<file path="src/hw/rtl/qvc_pkg.sv">
// Types and constants of the QUIC variable-length integer codec.
package qvc_pkg;

  localparam int unsigned ValueW = 62;

  localparam logic CMD_ENCODE = 1'b0;
  localparam logic CMD_DECODE = 1'b1;

  localparam logic [63:0] MAX_1BYTE = 64'h0000_0000_0000_003F;
  localparam logic [63:0] MAX_2BYTE = 64'h0000_0000_0000_3FFF;
  localparam logic [63:0] MAX_4BYTE = 64'h0000_0000_3FFF_FFFF;
  localparam logic [63:0] MAX_8BYTE = 64'h3FFF_FFFF_FFFF_FFFF;

  // Two-bit length codes carried in the top of a varint's first byte.
  localparam logic [1:0] LEN_CODE_1 = 2'd0;
  localparam logic [1:0] LEN_CODE_2 = 2'd1;
  localparam logic [1:0] LEN_CODE_4 = 2'd2;
  localparam logic [1:0] LEN_CODE_8 = 2'd3;

  typedef enum logic [1:0] {
    JOB_ENC,
    JOB_DEC,
    JOB_ERR
  } job_kind_e;

  // One unit of work handed from the front end to the back end.
  typedef struct packed {
    job_kind_e         kind;
    logic [ValueW-1:0] value;
    logic [1:0]        len_code;
  } job_t;

  // One result item as it sits in the output register.
  typedef struct packed {
    logic [7:0]        out_byte;
    logic              byte_valid;
    logic [ValueW-1:0] value_out;
    logic              value_valid;
    logic [3:0]        enc_length;
    logic              is_last;
    logic              too_large;
  } res_t;

  function automatic logic [3:0] len_bytes(input logic [1:0] code);
    return 4'd1 << code;
  endfunction

endpackage

</file>
<file path="src/hw/rtl/qvc_if.sv">
// Valid/ready channel interfaces for the codec's input and result streams.
interface qvc_in_if;
  logic        valid;
  logic        ready;
  logic        cmd;
  logic [63:0] value_in;
  logic [7:0]  in_byte;

  modport source (output valid, output cmd, output value_in, output in_byte, input ready);
  modport sink   (input valid, input cmd, input value_in, input in_byte, output ready);
endinterface

interface qvc_out_if;
  logic        valid;
  logic        ready;
  logic [7:0]  out_byte;
  logic        byte_valid;
  logic [61:0] value_out;
  logic        value_valid;
  logic [3:0]  enc_length;
  logic        is_last;
  logic        too_large;

  modport source (output valid, output out_byte, output byte_valid, output value_out,
                  output value_valid, output enc_length, output is_last,
                  output too_large, input ready);
  modport sink   (input valid, input out_byte, input byte_valid, input value_out,
                  input value_valid, input enc_length, input is_last,
                  input too_large, output ready);
endinterface

</file>
<file path="src/hw/rtl/qvc_queue.sv">
// Small job queue between the codec's front end and back end.
module qvc_queue
  import qvc_pkg::*;
#(
  parameter int unsigned Depth = 2
) (
  input  logic clk_i,
  input  logic rst_ni,
  input  logic push_i,
  input  job_t push_job_i,
  input  logic pop_i,
  output logic full_o,
  output logic head_valid_o,
  output job_t head_job_o
);

  localparam int unsigned PtrW = (Depth > 1) ? $clog2(Depth) : 1;
  localparam int unsigned CntW = $clog2(Depth + 1);

  job_t            mem_q [Depth];
  logic [PtrW-1:0] wr_ptr_q, wr_ptr_d;
  logic [PtrW-1:0] rd_ptr_q, rd_ptr_d;
  logic [CntW-1:0] cnt_q, cnt_d;

  function automatic logic [PtrW-1:0] ptr_inc(input logic [PtrW-1:0] p);
    return (p == PtrW'(Depth - 1)) ? '0 : p + PtrW'(1);
  endfunction

  always_comb begin
    wr_ptr_d = push_i ? ptr_inc(wr_ptr_q) : wr_ptr_q;
    rd_ptr_d = pop_i ? ptr_inc(rd_ptr_q) : rd_ptr_q;
    cnt_d    = cnt_q + CntW'(push_i) - CntW'(pop_i);
  end

  always_ff @(posedge clk_i or negedge rst_ni) begin
    if (!rst_ni) begin
      wr_ptr_q <= '0;
      rd_ptr_q <= '0;
      cnt_q    <= '0;
    end else begin
      wr_ptr_q <= wr_ptr_d;
      rd_ptr_q <= rd_ptr_d;
      cnt_q    <= cnt_d;
    end
  end

  always_ff @(posedge clk_i) begin
    if (push_i) begin
      mem_q[wr_ptr_q] <= push_job_i;
    end
  end

  assign full_o       = (cnt_q == CntW'(Depth));
  assign head_valid_o = (cnt_q != '0);
  assign head_job_o   = mem_q[rd_ptr_q];

endmodule

</file>
<file path="src/hw/rtl/qvc_front.sv">
// Front end: accepts input items, sizes encodes and accumulates decode bytes.
module qvc_front
  import qvc_pkg::*;
(
  input  logic     clk_i,
  input  logic     rst_ni,
  qvc_in_if.sink   in_i,
  input  logic     q_full_i,
  output logic     push_o,
  output job_t     push_job_o
);

  logic [2:0]        dec_cnt_q, dec_cnt_d;
  logic [1:0]        dec_code_q, dec_code_d;
  logic [ValueW-1:0] dec_accum_q, dec_accum_d;

  logic              accept;
  logic [3:0]        cnt_next;
  logic [1:0]        code_use;
  logic [ValueW-1:0] accum_new;
  logic              dec_done;
  logic [1:0]        enc_code;
  job_t              enc_job;

  assign in_i.ready = !q_full_i;
  assign accept     = in_i.valid && !q_full_i;

  // Decode path: the first byte of a varint fixes its length.
  always_comb begin
    if (dec_cnt_q == 3'd0) begin
      cnt_next  = 4'd1;
      code_use  = in_i.in_byte[7:6];
      accum_new = {{(ValueW-6){1'b0}}, in_i.in_byte[5:0]};
    end else begin
      cnt_next  = {1'b0, dec_cnt_q} + 4'd1;
      code_use  = dec_code_q;
      accum_new = {dec_accum_q[ValueW-9:0], in_i.in_byte};
    end
    dec_done = (cnt_next >= len_bytes(code_use));
  end

  // Encode path: shortest length that holds the value.
  always_comb begin
    if (in_i.value_in <= MAX_1BYTE) begin
      enc_code = LEN_CODE_1;
    end else if (in_i.value_in <= MAX_2BYTE) begin
      enc_code = LEN_CODE_2;
    end else if (in_i.value_in <= MAX_4BYTE) begin
      enc_code = LEN_CODE_4;
    end else begin
      enc_code = LEN_CODE_8;
    end
    if (in_i.value_in > MAX_8BYTE) begin
      enc_job.kind     = JOB_ERR;
      enc_job.value    = '0;
      enc_job.len_code = LEN_CODE_1;
    end else begin
      enc_job.kind     = JOB_ENC;
      enc_job.value    = in_i.value_in[ValueW-1:0];
      enc_job.len_code = enc_code;
    end
  end

  always_comb begin
    push_o     = 1'b0;
    push_job_o = enc_job;
    dec_cnt_d   = dec_cnt_q;
    dec_code_d  = dec_code_q;
    dec_accum_d = dec_accum_q;
    if (accept) begin
      if (in_i.cmd == CMD_ENCODE) begin
        push_o = 1'b1;
      end else begin
        push_job_o.kind     = JOB_DEC;
        push_job_o.value    = accum_new;
        push_job_o.len_code = code_use;
        if (dec_done) begin
          push_o      = 1'b1;
          dec_cnt_d   = 3'd0;
          dec_code_d  = LEN_CODE_1;
          dec_accum_d = '0;
        end else begin
          dec_cnt_d   = cnt_next[2:0];
          dec_code_d  = code_use;
          dec_accum_d = accum_new;
        end
      end
    end
  end

  always_ff @(posedge clk_i or negedge rst_ni) begin
    if (!rst_ni) begin
      dec_cnt_q   <= 3'd0;
      dec_code_q  <= LEN_CODE_1;
      dec_accum_q <= '0;
    end else begin
      dec_cnt_q   <= dec_cnt_d;
      dec_code_q  <= dec_code_d;
      dec_accum_q <= dec_accum_d;
    end
  end

endmodule

</file>
<file path="src/hw/rtl/qvc_back.sv">
// Back end: queued jobs become output-register results, one per cycle unless stalled.
module qvc_back
  import qvc_pkg::*;
(
  input  logic      clk_i,
  input  logic      rst_ni,
  input  logic      head_valid_i,
  input  job_t      head_job_i,
  output logic      pop_o,
  qvc_out_if.source out_o
);

  logic [2:0]  idx_q, idx_d;
  logic        out_vld_q, out_vld_d;
  res_t        res_q, res_d;

  logic        load;
  logic        last;
  logic [3:0]  nbytes;
  logic [2:0]  last_idx;
  logic [2:0]  sel;
  logic [63:0] padded;
  logic [7:0]  enc_byte;

  assign nbytes   = len_bytes(head_job_i.len_code);
  assign last_idx = 3'(nbytes - 4'd1);
  assign sel      = last_idx - idx_q;
  assign padded   = {2'b00, head_job_i.value};

  always_comb begin
    enc_byte = padded[{sel, 3'b000} +: 8];
    if (idx_q == 3'd0) begin
      enc_byte[7:6] = enc_byte[7:6] | head_job_i.len_code;
    end
  end

  assign last = (head_job_i.kind != JOB_ENC) || (idx_q == last_idx);
  assign load = head_valid_i && (!out_vld_q || out_o.ready);
  assign pop_o = load && last;

  always_comb begin
    res_d = '0;
    case (head_job_i.kind)
      JOB_ENC: begin
        res_d.out_byte   = enc_byte;
        res_d.byte_valid = 1'b1;
        res_d.enc_length = nbytes;
        res_d.is_last    = last;
      end
      JOB_DEC: begin
        res_d.value_out   = head_job_i.value;
        res_d.value_valid = 1'b1;
        res_d.enc_length  = nbytes;
        res_d.is_last     = 1'b1;
      end
      JOB_ERR: begin
        res_d.too_large = 1'b1;
        res_d.is_last   = 1'b1;
      end
      default: begin
        res_d = '0;
      end
    endcase
  end

  always_comb begin
    idx_d     = idx_q;
    out_vld_d = out_vld_q;
    if (load) begin
      idx_d     = last ? 3'd0 : idx_q + 3'd1;
      out_vld_d = 1'b1;
    end else if (out_o.ready) begin
      out_vld_d = 1'b0;
    end
  end

  always_ff @(posedge clk_i or negedge rst_ni) begin
    if (!rst_ni) begin
      idx_q     <= 3'd0;
      out_vld_q <= 1'b0;
    end else begin
      idx_q     <= idx_d;
      out_vld_q <= out_vld_d;
    end
  end

  always_ff @(posedge clk_i) begin
    if (load) begin
      res_q <= res_d;
    end
  end

  assign out_o.valid       = out_vld_q;
  assign out_o.out_byte    = res_q.out_byte;
  assign out_o.byte_valid  = res_q.byte_valid;
  assign out_o.value_out   = res_q.value_out;
  assign out_o.value_valid = res_q.value_valid;
  assign out_o.enc_length  = res_q.enc_length;
  assign out_o.is_last     = res_q.is_last;
  assign out_o.too_large   = res_q.too_large;

endmodule

</file>
<file path="src/hw/rtl/quic_varint_codec.sv">
// Top level of the QUIC variable-length integer codec.
//
//   Channel  Direction  Carries
//   in_i     sink       cmd, value_in (encode), in_byte (decode)
//   out_o    source     out_byte, byte_valid, value_out, value_valid,
//                       enc_length, is_last, too_large
//
// A decode byte is folded by the front end into the running value, and a job
// is queued only when a varint completes. An encode item yields 1, 2, 4 or 8
// results, one per emitted byte, each through the back end's single output
// register; an oversized value yields a single error result.
// Reset clears the decode state, the job queue and the output valid flag.
// The input stalls only while the job queue is full; the output register
// holds its result until the sink takes it and refills in the same cycle.
module quic_varint_codec
  import qvc_pkg::*;
#(
  parameter int unsigned QueueDepth = 2
) (
  input  logic      clk_i,
  input  logic      rst_ni,
  qvc_in_if.sink    in_i,
  qvc_out_if.source out_o
);

  // Queue signals between front and back ends.
  logic q_push;
  job_t q_push_job;
  logic q_full;
  logic q_pop;
  logic q_head_valid;
  job_t q_head_job;

  // The front end sizes encodes and collects decode bytes; it never waits on
  // the output side except through a full queue.
  qvc_front u_front (
    .clk_i      (clk_i),
    .rst_ni     (rst_ni),
    .in_i       (in_i),
    .q_full_i   (q_full),
    .push_o     (q_push),
    .push_job_o (q_push_job)
  );

  // Jobs wait here in arrival order, so encode and decode results keep the
  // order of the items that caused them.
  qvc_queue #(
    .Depth (QueueDepth)
  ) u_queue (
    .clk_i        (clk_i),
    .rst_ni       (rst_ni),
    .push_i       (q_push),
    .push_job_i   (q_push_job),
    .pop_i        (q_pop),
    .full_o       (q_full),
    .head_valid_o (q_head_valid),
    .head_job_o   (q_head_job)
  );

  // The back end walks the head job one result per transfer and retires it
  // with the last one.
  qvc_back u_back (
    .clk_i        (clk_i),
    .rst_ni       (rst_ni),
    .head_valid_i (q_head_valid),
    .head_job_i   (q_head_job),
    .pop_o        (q_pop),
    .out_o        (out_o)
  );

endmodule

</file>
<file path="src/flat_wrapper.sv">
// flat-port wrapper written by rule: the top's interface ports become plain ports
module quic_varint_codec_flat import qvc_pkg::*;
#(
  parameter int unsigned QueueDepth = 2
)
  (clk_i, rst_ni, in_i_valid, in_i_cmd, in_i_value_in, in_i_in_byte, in_i_ready, out_o_valid, out_o_out_byte, out_o_byte_valid, out_o_value_out, out_o_value_valid, out_o_enc_length, out_o_is_last, out_o_too_large, out_o_ready);
  qvc_in_if in_i_i ();
  qvc_out_if out_o_i ();
  input  logic clk_i;
  input  logic rst_ni;
  input wire logic [$bits(in_i_i.valid)-1:0] in_i_valid;
  input wire logic [$bits(in_i_i.cmd)-1:0] in_i_cmd;
  input wire logic [$bits(in_i_i.value_in)-1:0] in_i_value_in;
  input wire logic [$bits(in_i_i.in_byte)-1:0] in_i_in_byte;
  output wire logic [$bits(in_i_i.ready)-1:0] in_i_ready;
  output wire logic [$bits(out_o_i.valid)-1:0] out_o_valid;
  output wire logic [$bits(out_o_i.out_byte)-1:0] out_o_out_byte;
  output wire logic [$bits(out_o_i.byte_valid)-1:0] out_o_byte_valid;
  output wire logic [$bits(out_o_i.value_out)-1:0] out_o_value_out;
  output wire logic [$bits(out_o_i.value_valid)-1:0] out_o_value_valid;
  output wire logic [$bits(out_o_i.enc_length)-1:0] out_o_enc_length;
  output wire logic [$bits(out_o_i.is_last)-1:0] out_o_is_last;
  output wire logic [$bits(out_o_i.too_large)-1:0] out_o_too_large;
  input wire logic [$bits(out_o_i.ready)-1:0] out_o_ready;
  assign in_i_i.valid = in_i_valid;
  assign in_i_i.cmd = in_i_cmd;
  assign in_i_i.value_in = in_i_value_in;
  assign in_i_i.in_byte = in_i_in_byte;
  assign in_i_ready = in_i_i.ready;
  assign out_o_valid = out_o_i.valid;
  assign out_o_out_byte = out_o_i.out_byte;
  assign out_o_byte_valid = out_o_i.byte_valid;
  assign out_o_value_out = out_o_i.value_out;
  assign out_o_value_valid = out_o_i.value_valid;
  assign out_o_enc_length = out_o_i.enc_length;
  assign out_o_is_last = out_o_i.is_last;
  assign out_o_too_large = out_o_i.too_large;
  assign out_o_i.ready = out_o_ready;
  quic_varint_codec #(.QueueDepth(QueueDepth)) u_core (.clk_i(clk_i), .rst_ni(rst_ni), .in_i(in_i_i), .out_o(out_o_i));
endmodule
</file>
<file path="config.mk">
export PLATFORM = sky130hd
export DESIGN_NAME = quic_varint_codec_flat
export DESIGN_NICKNAME = d
export VERILOG_FILES = /design/src/hw/rtl/qvc_pkg.sv /design/src/hw/rtl/qvc_if.sv /design/src/hw/rtl/qvc_queue.sv /design/src/hw/rtl/qvc_front.sv /design/src/hw/rtl/qvc_back.sv /design/src/hw/rtl/quic_varint_codec.sv /design/src/flat_wrapper.sv
export SDC_FILE = /design/constraint.sdc
export NUM_CORES = 1
export LEC_CHECK = 0
export ABC_AREA = 1
export BUFFER_PORTS_ARGS = -buffer_cell sky130_fd_sc_hd__buf_2
export CAP_MARGIN = 20
export CORE_ASPECT_RATIO = 1.75
export CORE_MARGIN = 8
export CORE_UTILIZATION = 30
export DETAILED_ROUTE_END_ITERATION = 8
export SLEW_MARGIN = 20
export SYNTH_ARGS = -nofsm -noshare
export SYNTH_HDL_FRONTEND = slang
export SYNTH_SLANG_ARGS = --single-unit
</file>
<file path="constraint.sdc">
create_clock -name clk_i -period 6.7 [get_ports clk_i]
set_input_delay 1.34 -clock clk_i [delete_from_list [all_inputs] [get_ports clk_i]]
set_output_delay 1.34 -clock clk_i [all_outputs]
set_load 0.01 [all_outputs]
</file>
==> summary.md <==
| Metric | Value |
|---|---|
| Commonest non-fill, non-tap cell in the layout | nand2_1 |
| Gpl congestion | 0.942 |
| Reg2Reg Depth | 16 |
| Minimum clock period | 4.05 ns |
| Maxcap violations | 0 |
| Netlist Area Pre-Place | 12000 um2 |
| Io pins | 157 |
| Port buffer count | between 150 and 200 |
| Final period utilization | 60.5% |
| Main combinational cell family by area after synthesis | simple AND/OR/NAND/NOR gates |
| Setup TNS Final | 0 ns |
| Worst Tran Pin Value | around 0.99 ns |
| DR pass1 iterations | 5 |
| Clock buffer count from CTS | 23 |
| Mapped Nets | 1246 |
| Final ANT Viol Nets | 0 |
| Hold Vio Cnt, Final | 0 |
| P_leak | ~6 nW |
| Worst-path fanout max | 60 |
| Via density per instance | 4.66 |
| DRC violations left | 0 |
| Std-Cell Rows | 97 |
| H-tree depth | 1 |
| Worst min path class | flip-flop to flip-flop |
| Post-DP HPWL | about 25000 um |
| Post-synthesis mux area share | 0.416% |
| Maximum clock path buffer count | 3 |
| Clock Skews | about 0.011 ns |
| CTS-repair resized insts | 0 |
| PwrDens | about 480 nW/um2 |
| Synth cell types | 35 |
| Synthesized area per cell | ~10 um2 |
| Mapped Cells | between 1000 and 1500 |
| Final Cell Area | ~14000 um2 |
| CTS tree | done |
| Tot GR Track Use | 13.9% |
| Nets@finish | about 1400 |
| Yosys warning count | 0 |
| Initial antenna violation count | 1 |
| Die height | 281 um |
| CTS root buf | clkbuf_16 |
| Status | finished clean |
| DP Area | about 13000 um2 |
| Setup repair bufs after CTS | 0 |
| Slew Limit Fails | 0 |
| CTS sink cnt | 277 |
| Worst setup SP type | input port |
| Final wirelength | 33000 um |
| CP Data Required Time | between 6 and 7 ns |
| Largest net degree at the start of global routing | 68 |
| CP endpoint kind | flip-flop |
| Fmax | 0.247 GHz |
| Total grt overflow | 0 |
| Routed len/inst | 18.2 um |
| Worst IR Drop VDD | 0.280 mV |
| Global-route wire length before repair | approximately 50000 um |
| Layout cell share with drive strength beyond 1 | 19.7% |
| Adder-Cell Fraction of Synth Area | about 1.8% |
| Setup CP Type | input port to flip-flop |
| Complex-gate fraction of the synthesized area | 8.14% |
| Most frequent cells in the layout | nand2_1, edfxtp_1, buf_2, o21ai_0, nor2_1 |
| Clock Latency Late Sink | 0.53 ns |
| Area growth from synthesis to layout | 17.4% |
| Synth Area in XOR/XNOR | less than 1% |
| #FFs+latches synth | between 200 and 300 |
| Clk pin slew, worst setup/hold paths | roughly 0.080 ns |
| Die extent in x | approximately 170 um |
| Max_slew headroom | 34.0% |
| Initial Util | between 30% and 40% |
| Endpoints failing setup | 0 |
| Unrepaired setup endpoints after global routing | false |
| Vias in the first global route | 8898 |
| WP data arrival | roughly 4.3 ns |
| 1st-iter DRT viols | 444 |
| Hold path depth | 2 |
| Core box area | 39800 um2 |
| Register area share after synthesis | roughly 66% |
| Via count | around 8400 |
| Simple logic cell fraction of the synthesized area | 18.1% |
| Die area | approximately 47000 um2 |
| Hold_buf cts | 0 |
[sequential cells by signal (all words and copies together) (netlist names)]
register and count:
u_core.u_queue.mem_q 132, u_core.u_back.out_o.value_out 62, u_core.u_front.dec_accum_q 54, u_core.u_back.out_o.out_byte 8, u_core.u_back.out_o.enc_length 4, u_core.u_back.idx_q 3, u_core.u_front.dec_cnt_q 3, u_core.u_front.dec_code_q 2
u_core.u_queue.cnt_q 2, u_core.u_back.out_o.byte_valid 1, u_core.u_back.out_o.is_last 1, u_core.u_back.out_o.too_large 1, u_core.u_back.out_o.valid 1, u_core.u_back.out_o.value_valid 1, u_core.u_queue.rd_ptr_q 1, u_core.u_queue.wr_ptr_q 1
[cells by family after synthesis]
logic type / count (synthesis)
flops: 277
fa+ha+maj: 17
mux: 5
simple gates: 520
buf+inv: 143
xor+xnor: 3
compound gates: 187
[cell type report]
type	instances	area, um2
antenna	1	2.50
timing repair buffer	170	886
multi-input combinational	732	3480
fill	4050	25700
sequential	277	7980
inverter	93	349
clock buffer	26	607
clock inverter	16	205
tap	495	619
[path summary, 6_finish.rpt]
check,slack [ns],to,startpoint
hold / removal,0.49,u_core.u_front.dec_accum_q[7],u_core.u_front.dec_accum_q[7]
max in group asynchronous,5.05,u_core.u_front.dec_accum_q[10],rst_ni
min in group asynchronous,1.00,u_core.u_back.out_o.valid,rst_ni
hold reg to reg,0.49,u_core.u_front.dec_accum_q[7],u_core.u_front.dec_accum_q[7]
setup / recovery,2.65,u_core.u_queue.mem_q[1][4],in_i_in_byte[7]
setup reg to reg,2.65,u_core.u_queue.mem_q[1][4],u_core.u_front.dec_cnt_q[0]
[worst max-delay path, stage by stage]
cell and delay, ns:
buf_2 0.11, o21ai_0 0.22, nand2_1 0.09, ha_1 0.29, inv_1 0.05, o21bai_1 0.15
nand3_1 0.09, nand3_1 0.07, buf_4 0.47, o21ai_1 0.31, nor2_4 0.63, buf_4 0.40
[per-layer routing]
layer / track usage [%] / share of wire (%) / vias to the layer above
met4: 8.11 / 5.3 / 0
met3: 1.94 / 4.5 / 71
met1: 15.3 / 39 / 3988
met2: 25.1 / 51 / 231
li1: - / - / 4148
met5: 0 / 0 / -
[per-stage QoR]
stage               worst slack, ns  hold slack [ns]  std cells  power (W)  util (%)
floorplan                     0.741            0.453       1152    0.00444         -
global placement               2.06            0.467       1767    0.00536      33.5
detailed placement             2.06            0.473       1767    0.00539      33.5
CTS                            2.59            0.492       1809    0.00684      35.5
global route                   2.27            0.515       1809    0.00720      35.5
finish                         2.65            0.489       1810    0.00675      35.5
[report_power, final]
| group | switching [W] | total, W | internal [W] |
|---|---|---|---|
| Clock | 0.000627 | 0.00144 | 0.000817 |
| Combinational | 0.00186 | 0.00259 | 0.000731 |
| Sequential | 0.000159 | 0.00272 | 0.00256 |
| Total | 0.00265 | 0.00675 | 0.00411 |
[synth_stat cells, drive strengths merged]
master | number | area share (%)
nand2 | 325 | 10
edfxtp | 210 | 52
o21ai | 125 | 5.2
nor2 | 100 | 3.2
inv | 92 | 2.9
dfrtp | 67 | 14
nand3 | 50 | 2.3
a21oi | 34 | 1.4
or2 | 34 | 1.8
buf | 32 | 1.5
o22ai | 21 | 1.1
clkbuf | 18 | 0.56
ha | 16 | 1.7
o21a | 6 | 0.37
mux2i | 5 | 0.42
nand4 | 5 | 0.26
nor3 | 5 | 0.21
xnor2 | 2 | 0.15
clkinv | 1 | 0.031
fa | 1 | 0.17
nand3b | 1 | 0.062
o21bai | 1 | 0.062
xor2 | 1 | 0.073
(Power assumes the default switching activity.)
